File: config.mk
export PLATFORM = sky130hd
export DESIGN_NAME = pns_core
export DESIGN_NICKNAME = d
export VERILOG_FILES = /design/src/hdl/pns_pkg.sv /design/src/hdl/pns_mul.sv /design/src/hdl/pns_core.sv
export SDC_FILE = /design/constraint.sdc
export NUM_CORES = 2
export LEC_CHECK = 0
export BUFFER_PORTS_ARGS = -buffer_cell sky130_fd_sc_hd__buf_2
export CAP_MARGIN = 20
export CORE_ASPECT_RATIO = 0.9
export CORE_MARGIN = 2
export CORE_UTILIZATION = 55
export CTS_BUF_LIST = sky130_fd_sc_hd__clkbuf_16
export CTS_CLUSTER_DIAMETER = 100
export DETAILED_ROUTE_END_ITERATION = 10
export MAX_ROUTING_LAYER = met4
export PLACE_DENSITY = 0.72
export RECOVER_POWER = 25
export SKIP_LAST_GASP = 1
export SLEW_MARGIN = 15
export SYNTH_ARGS = -nofsm -noshare
export SYNTH_HDL_FRONTEND = slang
export SYNTH_SLANG_ARGS = --single-unit
export TNS_END_PERCENT = 20
File: constraint.sdc
create_clock -name clk -period 16.39 [get_ports clk]
set_input_delay 3.278 -clock clk [delete_from_list [all_inputs] [get_ports clk]]
set_output_delay 3.278 -clock clk [all_outputs]
set_load 0.05 [all_outputs]
File: src/hdl/pns_pkg.sv
// ----------------------------------------------------------------------------
// pns_pkg
// Shared widths, codes, types and the gradient function of the noise sampler.
// ----------------------------------------------------------------------------
`default_nettype none

package pns_pkg;

    localparam int FRAC_BITS = 16;
    localparam int CELL_W    = 8;
    localparam int POS_W     = 32;
    localparam int EXT_W     = POS_W + 1;
    localparam int OFS_W     = 24;
    localparam int AMP_W     = 31;
    localparam int CFG_W     = 31;
    localparam int CFG_IDX_W = 2;

    localparam int FADE_W  = FRAC_BITS + 1;
    localparam int CRD_W   = FRAC_BITS + 2;
    localparam int GRAD_W  = FRAC_BITS + 3;
    localparam int LERP_W  = FRAC_BITS + 4;
    localparam int INNER_W = FRAC_BITS + 4;
    localparam int POLY_W  = FRAC_BITS + 8;
    localparam int DIFF_W  = FRAC_BITS + 5;
    localparam int MA_W    = 32;
    localparam int MB_W    = DIFF_W;
    localparam int PROD_W  = MA_W + MB_W;
    localparam int SUM_W   = PROD_W - FRAC_BITS + 1;

    localparam logic [AMP_W-1:0]         AMP_RESET = AMP_W'(65536);
    localparam logic [POLY_W-1:0]        TEN_ONE   = POLY_W'(10 * (1 << FRAC_BITS));
    localparam logic signed [CRD_W-1:0]  ONE_CRD   = CRD_W'(1 << FRAC_BITS);
    localparam logic signed [POS_W-1:0]  S32_MAX   = {1'b0, {(POS_W-1){1'b1}}};
    localparam logic signed [POS_W-1:0]  S32_MIN   = {1'b1, {(POS_W-1){1'b0}}};

    typedef enum logic {
        OP_TABLE_WRITE = 1'b0,
        OP_SAMPLE      = 1'b1
    } op_t;

    typedef enum logic [CFG_IDX_W-1:0] {
        CFG_OFFSET_X  = 2'd0,
        CFG_OFFSET_Y  = 2'd1,
        CFG_OFFSET_Z  = 2'd2,
        CFG_AMPLITUDE = 2'd3
    } cfg_idx_t;

    typedef enum logic [4:0] {
        S_IDLE,
        S_FADE_SQ,
        S_FADE_CUBE,
        S_FADE_POLY,
        S_FADE_STORE,
        S_HASH_X0,
        S_HASH_X1,
        S_HASH_A0,
        S_HASH_A1,
        S_HASH_B0,
        S_HASH_B1,
        S_HASH_LAST,
        S_CORNER_RD,
        S_CORNER_GRAD,
        S_CORNER_LERP,
        S_Y0_MUL,
        S_Y0_ADD,
        S_Y1_MUL,
        S_Y1_ADD,
        S_Z_MUL,
        S_Z_ADD,
        S_AMP_MUL,
        S_OUT
    } state_t;

    typedef struct packed {
        logic [CELL_W-1:0]       ix;
        logic [CELL_W-1:0]       iy;
        logic [CELL_W-1:0]       iz;
        logic [FRAC_BITS-1:0]    dx;
        logic [FRAC_BITS-1:0]    dy;
        logic [FRAC_BITS-1:0]    dz;
        logic                    planar;
        logic                    column_start;
        logic signed [POS_W-1:0] acc;
    } sample_t;

    // improved gradient on the low four hash bits
    function automatic logic signed [GRAD_W-1:0] grad(
        input logic [3:0]              h,
        input logic signed [CRD_W-1:0] x,
        input logic signed [CRD_W-1:0] y,
        input logic signed [CRD_W-1:0] z
    );
        logic signed [GRAD_W-1:0] u;
        logic signed [GRAD_W-1:0] v;
        u = (h < 4'd8) ? GRAD_W'(x) : GRAD_W'(y);
        if (h < 4'd4)
            v = GRAD_W'(y);
        else if (h == 4'd12 || h == 4'd14)
            v = GRAD_W'(x);
        else
            v = GRAD_W'(z);
        return (h[0] ? -u : u) + (h[1] ? -v : v);
    endfunction

endpackage

`default_nettype wire

File: src/hdl/pns_mul.sv
// ----------------------------------------------------------------------------
// pns_mul
// Shared signed multiplier with a registered product.
// ----------------------------------------------------------------------------
`default_nettype none

module pns_mul (
    input  wire logic                              clk,
    input  wire logic signed [pns_pkg::MA_W-1:0]   a,
    input  wire logic signed [pns_pkg::MB_W-1:0]   b,
    output logic signed      [pns_pkg::PROD_W-1:0] prod_reg
);

    logic signed [pns_pkg::PROD_W-1:0] prod_next;

    assign prod_next = pns_pkg::PROD_W'(a) * pns_pkg::PROD_W'(b);

    always_ff @(posedge clk)
    begin
        prod_reg <= prod_next;
    end

endmodule

`default_nettype wire

File: src/hdl/pns_core.sv
// ----------------------------------------------------------------------------
// pns_core
// Sequencer and datapath: fades, corner hashing, lerps and final scaling,
// all products going through the one shared multiplier.
// ----------------------------------------------------------------------------
`default_nettype none

module pns_core (
    input  wire logic                         clk,
    input  wire logic                         rst_n,
    input  wire logic                         start,
    input  wire pns_pkg::sample_t             sample,
    input  wire logic [pns_pkg::AMP_W-1:0]    amplitude,
    input  wire logic                         out_free,
    input  wire logic [pns_pkg::CELL_W-1:0]   rd_data,
    output logic      [pns_pkg::CELL_W-1:0]   rd_addr,
    output logic                              idle,
    output logic                              done,
    output logic signed [pns_pkg::POS_W-1:0]  result
);

    localparam int F = pns_pkg::FRAC_BITS;

    pns_pkg::state_t state_reg, state_next;

    pns_pkg::sample_t smp_reg;
    logic             recompute_reg;
    logic [pns_pkg::CELL_W-1:0] last_y_reg;
    logic [1:0]       fsel_reg;
    logic [F-1:0]     t2_reg;
    logic [pns_pkg::FADE_W-1:0] fx_reg, fy_reg, fz_reg;
    logic [pns_pkg::CELL_W-1:0] ha_reg, hb_reg, aa_reg, ab_reg, ba_reg, bb_reg;
    logic [1:0]       pair_reg;
    logic             xbit_reg;
    logic signed [pns_pkg::GRAD_W-1:0] g0_reg;
    logic signed [pns_pkg::LERP_W-1:0] lx_reg    [4];
    logic signed [pns_pkg::LERP_W-1:0] cache_reg [4];
    logic signed [pns_pkg::LERP_W-1:0] y1_reg, y2_reg, n_reg;

    logic signed [pns_pkg::MA_W-1:0]   mul_a;
    logic signed [pns_pkg::MB_W-1:0]   mul_b;
    logic signed [pns_pkg::PROD_W-1:0] prod;

    logic [F-1:0]                  d_sel;
    logic [pns_pkg::FADE_W-1:0]    f_sel_val;
    logic [F-1:0]                  p_hi;
    logic [pns_pkg::POLY_W-1:0]    t2_w, d_w, inner_full;
    logic [pns_pkg::CELL_W-1:0]    iy_hash;
    logic [pns_pkg::CELL_W-1:0]    corner_base;
    logic signed [pns_pkg::CRD_W-1:0]  crd_x, crd_y, crd_z;
    logic signed [pns_pkg::GRAD_W-1:0] g_cur;
    logic signed [pns_pkg::LERP_W-1:0] ps;
    logic signed [pns_pkg::LERP_W-1:0] z_a, z_b;
    logic signed [pns_pkg::SUM_W-1:0]  sum;
    logic             last_pair;
    logic [1:0]       pair_step;

    pns_mul u_mul (
        .clk      (clk),
        .a        (mul_a),
        .b        (mul_b),
        .prod_reg (prod)
    );

    // shared datapath terms
    always_comb
    begin
        unique case (fsel_reg)
            2'd0:    d_sel = smp_reg.dx;
            2'd1:    d_sel = smp_reg.dz;
            default: d_sel = smp_reg.dy;
        endcase
        f_sel_val  = prod[2*F:F];
        p_hi       = prod[2*F-1:F];
        t2_w       = pns_pkg::POLY_W'(t2_reg);
        d_w        = pns_pkg::POLY_W'(d_sel);
        inner_full = (t2_w << 2) + (t2_w << 1) + pns_pkg::TEN_ONE - (d_w << 4) + d_w;
        iy_hash    = smp_reg.planar ? '0 : smp_reg.iy;

        if (xbit_reg)
            corner_base = pair_reg[0] ? bb_reg : ba_reg;
        else
            corner_base = pair_reg[0] ? ab_reg : aa_reg;

        crd_x = $signed(pns_pkg::CRD_W'(smp_reg.dx)) - (xbit_reg ? pns_pkg::ONE_CRD : '0);
        crd_z = $signed(pns_pkg::CRD_W'(smp_reg.dz)) - (pair_reg[1] ? pns_pkg::ONE_CRD : '0);
        if (smp_reg.planar)
            crd_y = '0;
        else
            crd_y = $signed(pns_pkg::CRD_W'(smp_reg.dy))
                    - (pair_reg[0] ? pns_pkg::ONE_CRD : '0);
        g_cur = pns_pkg::grad(rd_data[3:0], crd_x, crd_y, crd_z);

        ps  = $signed(prod[F+pns_pkg::LERP_W-1:F]);
        z_a = smp_reg.planar ? lx_reg[0] : y1_reg;
        z_b = smp_reg.planar ? lx_reg[2] : y2_reg;

        sum = pns_pkg::SUM_W'($signed(smp_reg.acc))
              + pns_pkg::SUM_W'($signed(prod[pns_pkg::PROD_W-1:F]));

        // planar samples only visit the y-low corner pairs
        pair_step = smp_reg.planar ? 2'd2 : 2'd1;
        last_pair = smp_reg.planar ? (pair_reg == 2'd2) : (pair_reg == 2'd3);
    end

    // next state
    always_comb
    begin
        state_next = state_reg;
        unique case (state_reg)
            pns_pkg::S_IDLE:       if (start) state_next = pns_pkg::S_FADE_SQ;
            pns_pkg::S_FADE_SQ:    state_next = pns_pkg::S_FADE_CUBE;
            pns_pkg::S_FADE_CUBE:  state_next = pns_pkg::S_FADE_POLY;
            pns_pkg::S_FADE_POLY:  state_next = pns_pkg::S_FADE_STORE;
            pns_pkg::S_FADE_STORE:
            begin
                if (fsel_reg != 2'd2)
                    state_next = pns_pkg::S_FADE_SQ;
                else if (smp_reg.planar || recompute_reg)
                    state_next = pns_pkg::S_HASH_X0;
                else
                    state_next = pns_pkg::S_Y0_MUL;
            end
            pns_pkg::S_HASH_X0:    state_next = pns_pkg::S_HASH_X1;
            pns_pkg::S_HASH_X1:    state_next = pns_pkg::S_HASH_A0;
            pns_pkg::S_HASH_A0:    state_next = pns_pkg::S_HASH_A1;
            pns_pkg::S_HASH_A1:    state_next = pns_pkg::S_HASH_B0;
            pns_pkg::S_HASH_B0:    state_next = pns_pkg::S_HASH_B1;
            pns_pkg::S_HASH_B1:    state_next = pns_pkg::S_HASH_LAST;
            pns_pkg::S_HASH_LAST:  state_next = pns_pkg::S_CORNER_RD;
            pns_pkg::S_CORNER_RD:  state_next = pns_pkg::S_CORNER_GRAD;
            pns_pkg::S_CORNER_GRAD:
                state_next = xbit_reg ? pns_pkg::S_CORNER_LERP : pns_pkg::S_CORNER_RD;
            pns_pkg::S_CORNER_LERP:
            begin
                if (!last_pair)
                    state_next = pns_pkg::S_CORNER_RD;
                else if (smp_reg.planar)
                    state_next = pns_pkg::S_Z_MUL;
                else
                    state_next = pns_pkg::S_Y0_MUL;
            end
            pns_pkg::S_Y0_MUL:     state_next = pns_pkg::S_Y0_ADD;
            pns_pkg::S_Y0_ADD:     state_next = pns_pkg::S_Y1_MUL;
            pns_pkg::S_Y1_MUL:     state_next = pns_pkg::S_Y1_ADD;
            pns_pkg::S_Y1_ADD:     state_next = pns_pkg::S_Z_MUL;
            pns_pkg::S_Z_MUL:      state_next = pns_pkg::S_Z_ADD;
            pns_pkg::S_Z_ADD:      state_next = pns_pkg::S_AMP_MUL;
            pns_pkg::S_AMP_MUL:    state_next = pns_pkg::S_OUT;
            pns_pkg::S_OUT:        if (out_free) state_next = pns_pkg::S_IDLE;
            default:               state_next = pns_pkg::S_IDLE;
        endcase
    end

    // outputs: table address, multiplier operands, result
    always_comb
    begin
        rd_addr = corner_base + pns_pkg::CELL_W'(pair_reg[1]);
        mul_a   = '0;
        mul_b   = '0;
        idle    = 1'b0;
        done    = 1'b0;
        if (sum > pns_pkg::SUM_W'(pns_pkg::S32_MAX))
            result = pns_pkg::S32_MAX;
        else if (sum < pns_pkg::SUM_W'(pns_pkg::S32_MIN))
            result = pns_pkg::S32_MIN;
        else
            result = sum[pns_pkg::POS_W-1:0];

        unique case (state_reg)
            pns_pkg::S_IDLE:      idle = 1'b1;
            pns_pkg::S_FADE_SQ:
            begin
                mul_a = pns_pkg::MA_W'(d_sel);
                mul_b = pns_pkg::MB_W'(d_sel);
            end
            pns_pkg::S_FADE_CUBE:
            begin
                mul_a = pns_pkg::MA_W'(p_hi);
                mul_b = pns_pkg::MB_W'(d_sel);
            end
            pns_pkg::S_FADE_POLY:
            begin
                mul_a = pns_pkg::MA_W'(p_hi);
                mul_b = pns_pkg::MB_W'(inner_full[pns_pkg::INNER_W-1:0]);
            end
            pns_pkg::S_HASH_X0:   rd_addr = smp_reg.ix;
            pns_pkg::S_HASH_X1:   rd_addr = smp_reg.ix + pns_pkg::CELL_W'(1);
            pns_pkg::S_HASH_A0:   rd_addr = ha_reg;
            pns_pkg::S_HASH_A1:   rd_addr = ha_reg + pns_pkg::CELL_W'(1);
            pns_pkg::S_HASH_B0:   rd_addr = hb_reg;
            pns_pkg::S_HASH_B1:   rd_addr = hb_reg + pns_pkg::CELL_W'(1);
            pns_pkg::S_CORNER_GRAD:
            begin
                mul_a = pns_pkg::MA_W'(fx_reg);
                mul_b = pns_pkg::MB_W'(g_cur) - pns_pkg::MB_W'(g0_reg);
            end
            pns_pkg::S_Y0_MUL:
            begin
                mul_a = pns_pkg::MA_W'(fy_reg);
                mul_b = pns_pkg::MB_W'(cache_reg[1]) - pns_pkg::MB_W'(cache_reg[0]);
            end
            pns_pkg::S_Y1_MUL:
            begin
                mul_a = pns_pkg::MA_W'(fy_reg);
                mul_b = pns_pkg::MB_W'(cache_reg[3]) - pns_pkg::MB_W'(cache_reg[2]);
            end
            pns_pkg::S_Z_MUL:
            begin
                mul_a = pns_pkg::MA_W'(fz_reg);
                mul_b = pns_pkg::MB_W'(z_b) - pns_pkg::MB_W'(z_a);
            end
            pns_pkg::S_AMP_MUL:
            begin
                mul_a = pns_pkg::MA_W'(amplitude);
                mul_b = pns_pkg::MB_W'(n_reg);
            end
            pns_pkg::S_OUT:
            begin
                // keep the scaled product steady while the result waits
                mul_a = pns_pkg::MA_W'(amplitude);
                mul_b = pns_pkg::MB_W'(n_reg);
                done  = out_free;
            end
            default:     ;
        endcase
    end

    // control registers
    always_ff @(posedge clk or negedge rst_n)
    begin
        if (!rst_n)
        begin
            state_reg  <= pns_pkg::S_IDLE;
            last_y_reg <= '0;
            fsel_reg   <= '0;
            pair_reg   <= '0;
            xbit_reg   <= 1'b0;
            for (int i = 0; i < 4; i++)
            begin
                cache_reg[i] <= '0;
            end
        end
        else
        begin
            state_reg <= state_next;
            if (state_reg == pns_pkg::S_IDLE && start)
            begin
                fsel_reg <= '0;
                pair_reg <= '0;
                xbit_reg <= 1'b0;
                if (!sample.planar && (sample.column_start || sample.iy != last_y_reg))
                    last_y_reg <= sample.iy;
            end
            if (state_reg == pns_pkg::S_FADE_STORE)
                fsel_reg <= fsel_reg + 2'd1;
            if (state_reg == pns_pkg::S_CORNER_GRAD)
                xbit_reg <= 1'b1;
            if (state_reg == pns_pkg::S_CORNER_LERP)
            begin
                xbit_reg <= 1'b0;
                pair_reg <= pair_reg + pair_step;
                if (!smp_reg.planar)
                    cache_reg[pair_reg] <= g0_reg + ps;
            end
        end
    end

    // payload registers
    always_ff @(posedge clk)
    begin
        unique case (state_reg)
            pns_pkg::S_IDLE:
            begin
                if (start)
                begin
                    smp_reg       <= sample;
                    recompute_reg <= sample.column_start || sample.iy != last_y_reg;
                end
            end
            pns_pkg::S_FADE_CUBE:  t2_reg <= p_hi;
            pns_pkg::S_FADE_STORE:
            begin
                unique case (fsel_reg)
                    2'd0:    fx_reg <= f_sel_val;
                    2'd1:    fz_reg <= f_sel_val;
                    default: fy_reg <= f_sel_val;
                endcase
            end
            pns_pkg::S_HASH_X1:    ha_reg <= rd_data + iy_hash;
            pns_pkg::S_HASH_A0:    hb_reg <= rd_data + iy_hash;
            pns_pkg::S_HASH_A1:    aa_reg <= rd_data + smp_reg.iz;
            pns_pkg::S_HASH_B0:    ab_reg <= rd_data + smp_reg.iz;
            pns_pkg::S_HASH_B1:    ba_reg <= rd_data + smp_reg.iz;
            pns_pkg::S_HASH_LAST:  bb_reg <= rd_data + smp_reg.iz;
            pns_pkg::S_CORNER_GRAD:
            begin
                if (!xbit_reg)
                    g0_reg <= g_cur;
            end
            pns_pkg::S_CORNER_LERP: lx_reg[pair_reg] <= g0_reg + ps;
            pns_pkg::S_Y0_ADD:     y1_reg <= cache_reg[0] + ps;
            pns_pkg::S_Y1_ADD:     y2_reg <= cache_reg[2] + ps;
            pns_pkg::S_Z_ADD:      n_reg  <= z_a + ps;
            default:      ;
        endcase
    end

endmodule

`default_nettype wire

# Yosys cells after proc, flatten, opt, wreduce, memory -nomap -nowiden
# Memory sizes are Yosys's and may differ from the RTL's.
# Index checks and enable logic that the tools add are counted.
dict set report totals {
  regBits 451
  ram_bits 80
  wordCells 172
  memories 1
}
dict set report classes {
  addsub 27
  mul 1
  order_cmp 6
  eq_ne 31
  mux 44
  bitwise_logic 4
  n_reduce_logical 25
}
# memory depth word_bits read_ports rd_clocked_by_memory_dff write_ports line
set mem_list {}
lappend mem_list {lx_reg 4 20 2 0 1 pns_core.sv:36} ;# logic signed [pns_pkg::LERP_W-1:0] lx_reg [4];
# operator count
set ops {}
lappend ops {{31-bit one-hot mux with 6 select lines} 1}
lappend ops {{21-bit one-hot mux with 7 select lines} 1}
lappend ops {{5-bit one-hot mux with 23 select lines} 1}
lappend ops {{19-bit two-way mux} 5}
lappend ops {{80-bit bitwise mux} 1}
lappend ops {{32-bit two-way mux} 2}
lappend ops {{20-bit by 20-bit subtractor with 21-bit output} 3}
lappend ops {{20-bit adder} 3}
lappend ops {{20-bit two-way mux} 3}
lappend ops {{16-bit by 17-bit subtractor with 18-bit output} 3}
lappend ops {{32-bit by 21-bit multiplier with 53-bit output} 1}
lappend ops {{17-bit two-way mux} 3}
lappend ops {{8-bit one-hot mux with 6 select lines} 1}
lappend ops {{20-bit demux with 2-bit select} 1}
lappend ops {{5-bit by 4-bit == test with 1-bit output, second input constant} 8}
lappend ops {{32-bit by 37-bit adder with 38-bit output} 1}
lappend ops {{38-bit by 32-bit greater-than comparator with 1-bit output, second input constant} 1}
lappend ops {{38-bit by 32-bit < comparator with 1-bit output, second input constant} 1}
lappend ops {{19-bit negator} 2}
lappend ops {{5-bit == test, second input constant} 7}
lappend ops {{8-bit two-way mux} 4}
lappend ops {{16-bit one-hot mux with 2 select lines} 1}
lappend ops {{8-bit by 1-bit adder with 8-bit output, second input constant} 3}
lappend ops {{19-bit by 20-bit adder with 20-bit output} 1}
lappend ops {{38 further kinds} 80}

# Longest topological paths before layout
dict set report logic_depth {
  ltp_word 10
  ltp_mapped 61
}

# Modules after synthesis
# A second synthesis with hierarchy kept.
dict set report unflattened {
  hier_cells 5727
  area_unflattened_um2 55423.2
}
# module n_inst cells_per_inst area_each_um2
set by_module_without_submodules {}
lappend by_module_without_submodules {pns_core 1 3017 30840.8}
lappend by_module_without_submodules {pns_mul 1 2710 24582.3}

# Least setup slack after synthesis
# No wires, ideal clock.
dict set report synth_path {
  kind {input-to-reg}
  start {in rd_data[3] in the netlist's numbering}
  end {reg u_mul.prod_reg[49] in the netlist's numbering}
  t_arrival_ps 15193
  slack_ps 1078
  stages 55
  path_buffers 4
  path_cell_list {clkbuf_1 > buf_1 > buf_1 > mux2_2 > inv_1 > ha_1 > inv_1 > mux2i_1 > fa_1 > a21o_1 > a21oi_1 > o21bai_1 > a21oi_1 > o21bai_1 > a21oi_1 > nor2b_1 > o21a_1 > o21ai_0 > [19 not listed] > fa_1 > inv_1 > fa_1 > inv_1 > ha_1 > and3_1 > and2_1 > a221oi_1 > nor2b_1 > o21ai_0 > o2111ai_2 > a211oi_1 > or2_4 > a41o_4 > a21oi_2 > o21ai_1 > a211oi_1 > nor2_1}
}
dict set report synth_via {
  elab_chain_cells 10
  word_cells_on_any_way 16
  classes_between {4 x add/sub; 1 x mul; 2 x order compare; 2 x eq/ne; 6 x mux; 1 x reduce/logical}
}
# item line
set synth_lines {}
lappend synth_lines {{from (decl)} pns_core.sv:15} ;# input wire logic [pns_pkg::CELL_W-1:0] rd_data,
lappend synth_lines {{4-bit == test} pns_pkg.sv:98} ;# else if (h == 4'd12 || h == 4'd14)
lappend synth_lines {{1-bit logical OR} pns_pkg.sv:98}
lappend synth_lines {{19-bit two-way mux} pns_pkg.sv:98}
lappend synth_lines {{19-bit two-way mux} pns_pkg.sv:96} ;# if (h < 4'd4)
lappend synth_lines {{19-bit negator} pns_pkg.sv:102} ;# return (h[0] ? -u : u) + (h[1] ? -v : v);
lappend synth_lines {{19-bit two-way mux} pns_pkg.sv:102}
lappend synth_lines {{19-bit adder *} pns_pkg.sv:102}
lappend synth_lines {{via g_cur, one bit} pns_core.sv:51} ;# logic signed [pns_pkg::GRAD_W-1:0] g_cur;
lappend synth_lines {{19-bit by 19-bit subtractor with 20-bit output *} pns_core.sv:196} ;# mul_b = pns_pkg::MB_W'(g_cur) - pns_pkg::MB_W'(g0_reg);
lappend synth_lines {{21-bit one-hot mux with 7 select lines *} pns_core.sv:170} ;# unique case (state_reg)
lappend synth_lines {{32-bit by 21-bit multiplier with 53-bit output *} pns_mul.sv:16} ;# assign prod_next = pns_pkg::PROD_W'(a) * pns_pkg::PROD_W'(b);
lappend synth_lines {{via u_mul.prod_next, one bit} pns_mul.sv:14} ;# logic signed [pns_pkg::PROD_W-1:0] prod_next;
lappend synth_lines {{to (signal assigned)} pns_mul.sv:20} ;# prod_reg <= prod_next;
lappend synth_lines {{to (decl)} pns_mul.sv:11} ;# output logic signed [pns_pkg::PROD_W-1:0] prod_reg
# The timed path passes the listed nets; every way through them passes the cells marked *.
# A chain may end at the register's enable or synchronous reset.

# Worst setup path in the final report
dict set report layout_path {
  start {in rd_data[2] in the netlist's numbering}
  end {reg u_mul.prod_reg[49] in the netlist's numbering}
}
# The elaborated chain is that of the path after synthesis.

==> impl_metrics.yaml <==
run_status:
  status: "finished with violations"
  violations: "capacitance limit, slew limit"
setup_path:
  cpPeakStageDelay_ns: 0.51
  r2r_start: "smp_reg[33]"
  arrival_ns: 16.15
  crit_path_start_kind: "input port"
  cp_max_fo: 25
  worstSetupPathType: "in2reg"
  crit_path_frequent_cell: "fa_1"
  required_ns: 16.92
  worst_setup_path_end_kind: "flop"
  r2r_cells: 49
  ff2ff_setup_slack_ns: 2.80
  slowest_stage: "fa_1"
  r2r_end: "u_mul.prod_reg[49]"
layout:
  utilization: 0.602
  fill_cells: 7941
  nets: 6724
  finalNonFillerCells: 6834
  drive_above_1_share: 0.0895
  fin_area_mm2: 0.0558
  areaGrowthSynthToFinish_pct: 8.68
  largest_reg_flops: 105
yosys:
  synth_top_family_by_area: "adder cells"
  synthXorXnorAreaFrac: 0.0460
  synthSimpleGateAreaFrac: 0.124
  async_reset_ff_frac: 0.206
  synth_edf_count: 340
  ys_types: 92
  syn_avg_cell_area_um2: 9.55
  syn-instance-count: 5381
  synthMuxAreaShare: 0.0330
  synth_adder_area_share: 0.338
  ys_seq_elements: 475
  synth_compound_area_frac: 0.118
  synth_nets: 6566
  synth.cell_area_mm2: 0.0514
  yosysWarnings: 0
  ys_seq_area_frac: 0.261
  ys.flop_type: "edfxtp_1"
route:
  routed_via_density: 5.86
  dr_total_vias: 40041
  postRouteAntennaNets: 0
  wl_per_cell_um: 22.8
  drt_iter0_drc: 4236
  routed_wl_um: 156000
  drt-pass1-iter-count: 9
  drc_errors: 0
worst_hold_path:
  hp-start: "cache_reg[7]"
  hp-class: "reg2reg"
  hold_depth: 2
  holdPathEnd: "cache_reg[7]"
global_route:
  grt_antenna_before_repair: 9
  grt_first_pass_wirelength_um: 239000
  grt_use_total: 0.339
  grt_max_degree: 75
  overflow: 0
  grt_pass1_vias: 39859
die:
  std_cell_rows: 106
  die_w_um: 326
  io_pins: 191
  coreArea_mm2: 0.0927
  die-area_mm2: 0.0959
  start_util: 0.554
  chipHeight_um: 294
place:
  placed_cells: 6719
  hpwl_um: 120000
  dpl-instance-area_mm2: 0.0540
  gp_congestion: 1.01
  port_buffers: 190
clock_network:
  clock_latency_ns: 0.66
  cts_sinks: 475
  h-tree-depth: 2
  cts.clk_slew.worst_paths_ns: 0.06
  cts-root-buf: "clkbuf_16"
  cts_buffer_depth: 3
  numCtsBuffers: 54
  cts_tree: "yes"
  cts_hold_buf: 0
timing:
  fmaxAchievable_mhz: 64.0
  finalHoldViolCount: 0
  skew_ns: 0.0372
  drv_slew: 53
  slew_headroom: -0.102
  period_share: 0.953
  setup-violations-final: 0
  period_minus_slack_ns: 15.62
  worst_pin_slew_ns: 1.65
job:
  cap_violations: 4
==> layout by cell type, fill, tap and decap left out, drive strengths merged, types with 21 or more instances in the layout <==
| cell | n |
|---|---|
| a21o | 88 |
| mux2 | 69 |
| nor3 | 71 |
| clkinv | 25 |
| a21oi | 245 |
| xnor2 | 185 |
| a21boi | 31 |
| nor2b | 77 |
| or3 | 21 |
| ha | 448 |
| clkbuf | 80 |
| edfxtp | 340 |
| nor2 | 266 |
| dfxtp | 37 |
| a222oi | 21 |
| buf | 282 |
| and2 | 60 |
| a221oi | 32 |
| dfrtp | 98 |
| nand2b | 29 |
| inv | 893 |
| o21a | 37 |
| o21ai | 236 |
| o21bai | 25 |
| o31ai | 21 |
| nand3 | 63 |
| a31oi | 25 |
| nand2 | 771 |
| fa | 588 |
| and3 | 21 |
| xor2 | 83 |
| mux2i | 74 |
==> worst max-delay path, delay by kind of cell <==
kind | cells | cell delay, ns
buf+inv | 6 | 0.77
fa+ha+maj | 11 | 4.66
xor+xnor | 1 | 0.20
compound gates | 26 | 5.37
simple gates | 11 | 1.83
==> cells by family after synthesis <==
group                    count (synthesis)
XOR/XNOR                               268
multiplexers                           151
AO/OA/AOI/OAI                          921
adder cells (fa/ha/maj)               1036
buffers and inverters                 1086
flip-flops                             475
AND/OR/NAND/NOR                       1444
==> worst max path at each step <==
stage                    start            endpoint  slack (ns)  cells past startpoint
CTS                 rd_data[0]  u_mul.prod_reg[52]        0.65                     56
detailed placement  rd_data[0]  u_mul.prod_reg[52]       0.002                     55
global route        rd_data[2]  u_mul.prod_reg[52]       -0.06                     57
floorplan           rd_data[3]  u_mul.prod_reg[49]        1.08                     55
global placement    rd_data[0]  u_mul.prod_reg[52]        0.25                     55
finish              rd_data[2]  u_mul.prod_reg[49]        0.77                     55
==> metal layers <==
metal,wire length [um],GRT usage,part of all wire,up-vias
met1,65600,0.480,0.42,19749
met5,0,-,0,-
li1,-,-,-,18101
met4,5780,0.109,0.037,0
met3,17400,0.0635,0.11,271
met2,67100,0.494,0.43,1920
==> final cells by class <==
class                   count  area [um^2]  share of cell area
flip-flops and latches    475        13400               0.240
clock buffers              56         1400              0.0251
inverters                 882         3310              0.0593
diodes                      7         17.5            0.000314
multi-input cells        3820        34000               0.608
repair buffers            306         1750              0.0314
well taps                1242         1550              0.0278
clock inverters            46          447             0.00800
==> cells in the mapped netlist, drive strengths merged (60+ instances only) <==
master	n	area, um^2
and2	60	375
inv	881	3310
nor3	71	355
edfxtp	340	10200
dfrtp	98	2450
mux2	69	777
nor2b	77	482
o21ai	236	1180
mux2i	74	741
nor2	266	998
ha	448	5610
xnor2	185	1640
clkbuf	166	627
nand2	771	2890
a21oi	245	1230
fa	588	11800
xor2	83	727
nand3	63	315
a21o	88	662
==> timing repair <==
| action | 4_1_cts | 5_1_grt |
|---|---|---|
| endpoints found under the setup margin | 0 | 14 |
| resized for setup | 0 | 3 |
| setup buffers | 0 | 3 |
==> metrics by stage <==
stage,setup WS (ns),TNS [ns],hold WS [ns]
6_report,0.772,0,0.482
5_1_grt,-0.0641,-0.127,0.501
4_1_cts,0.652,0,0.485
3_5_place_dp,0.00202,0,0.470
3_3_place_gp,0.252,0,0.465
2_1_floorplan,1.08,0,0.453
Power is left out: the tool's default activity adds up to more than one toggle a clock period on the data nets, which glitch-free logic cannot reach.
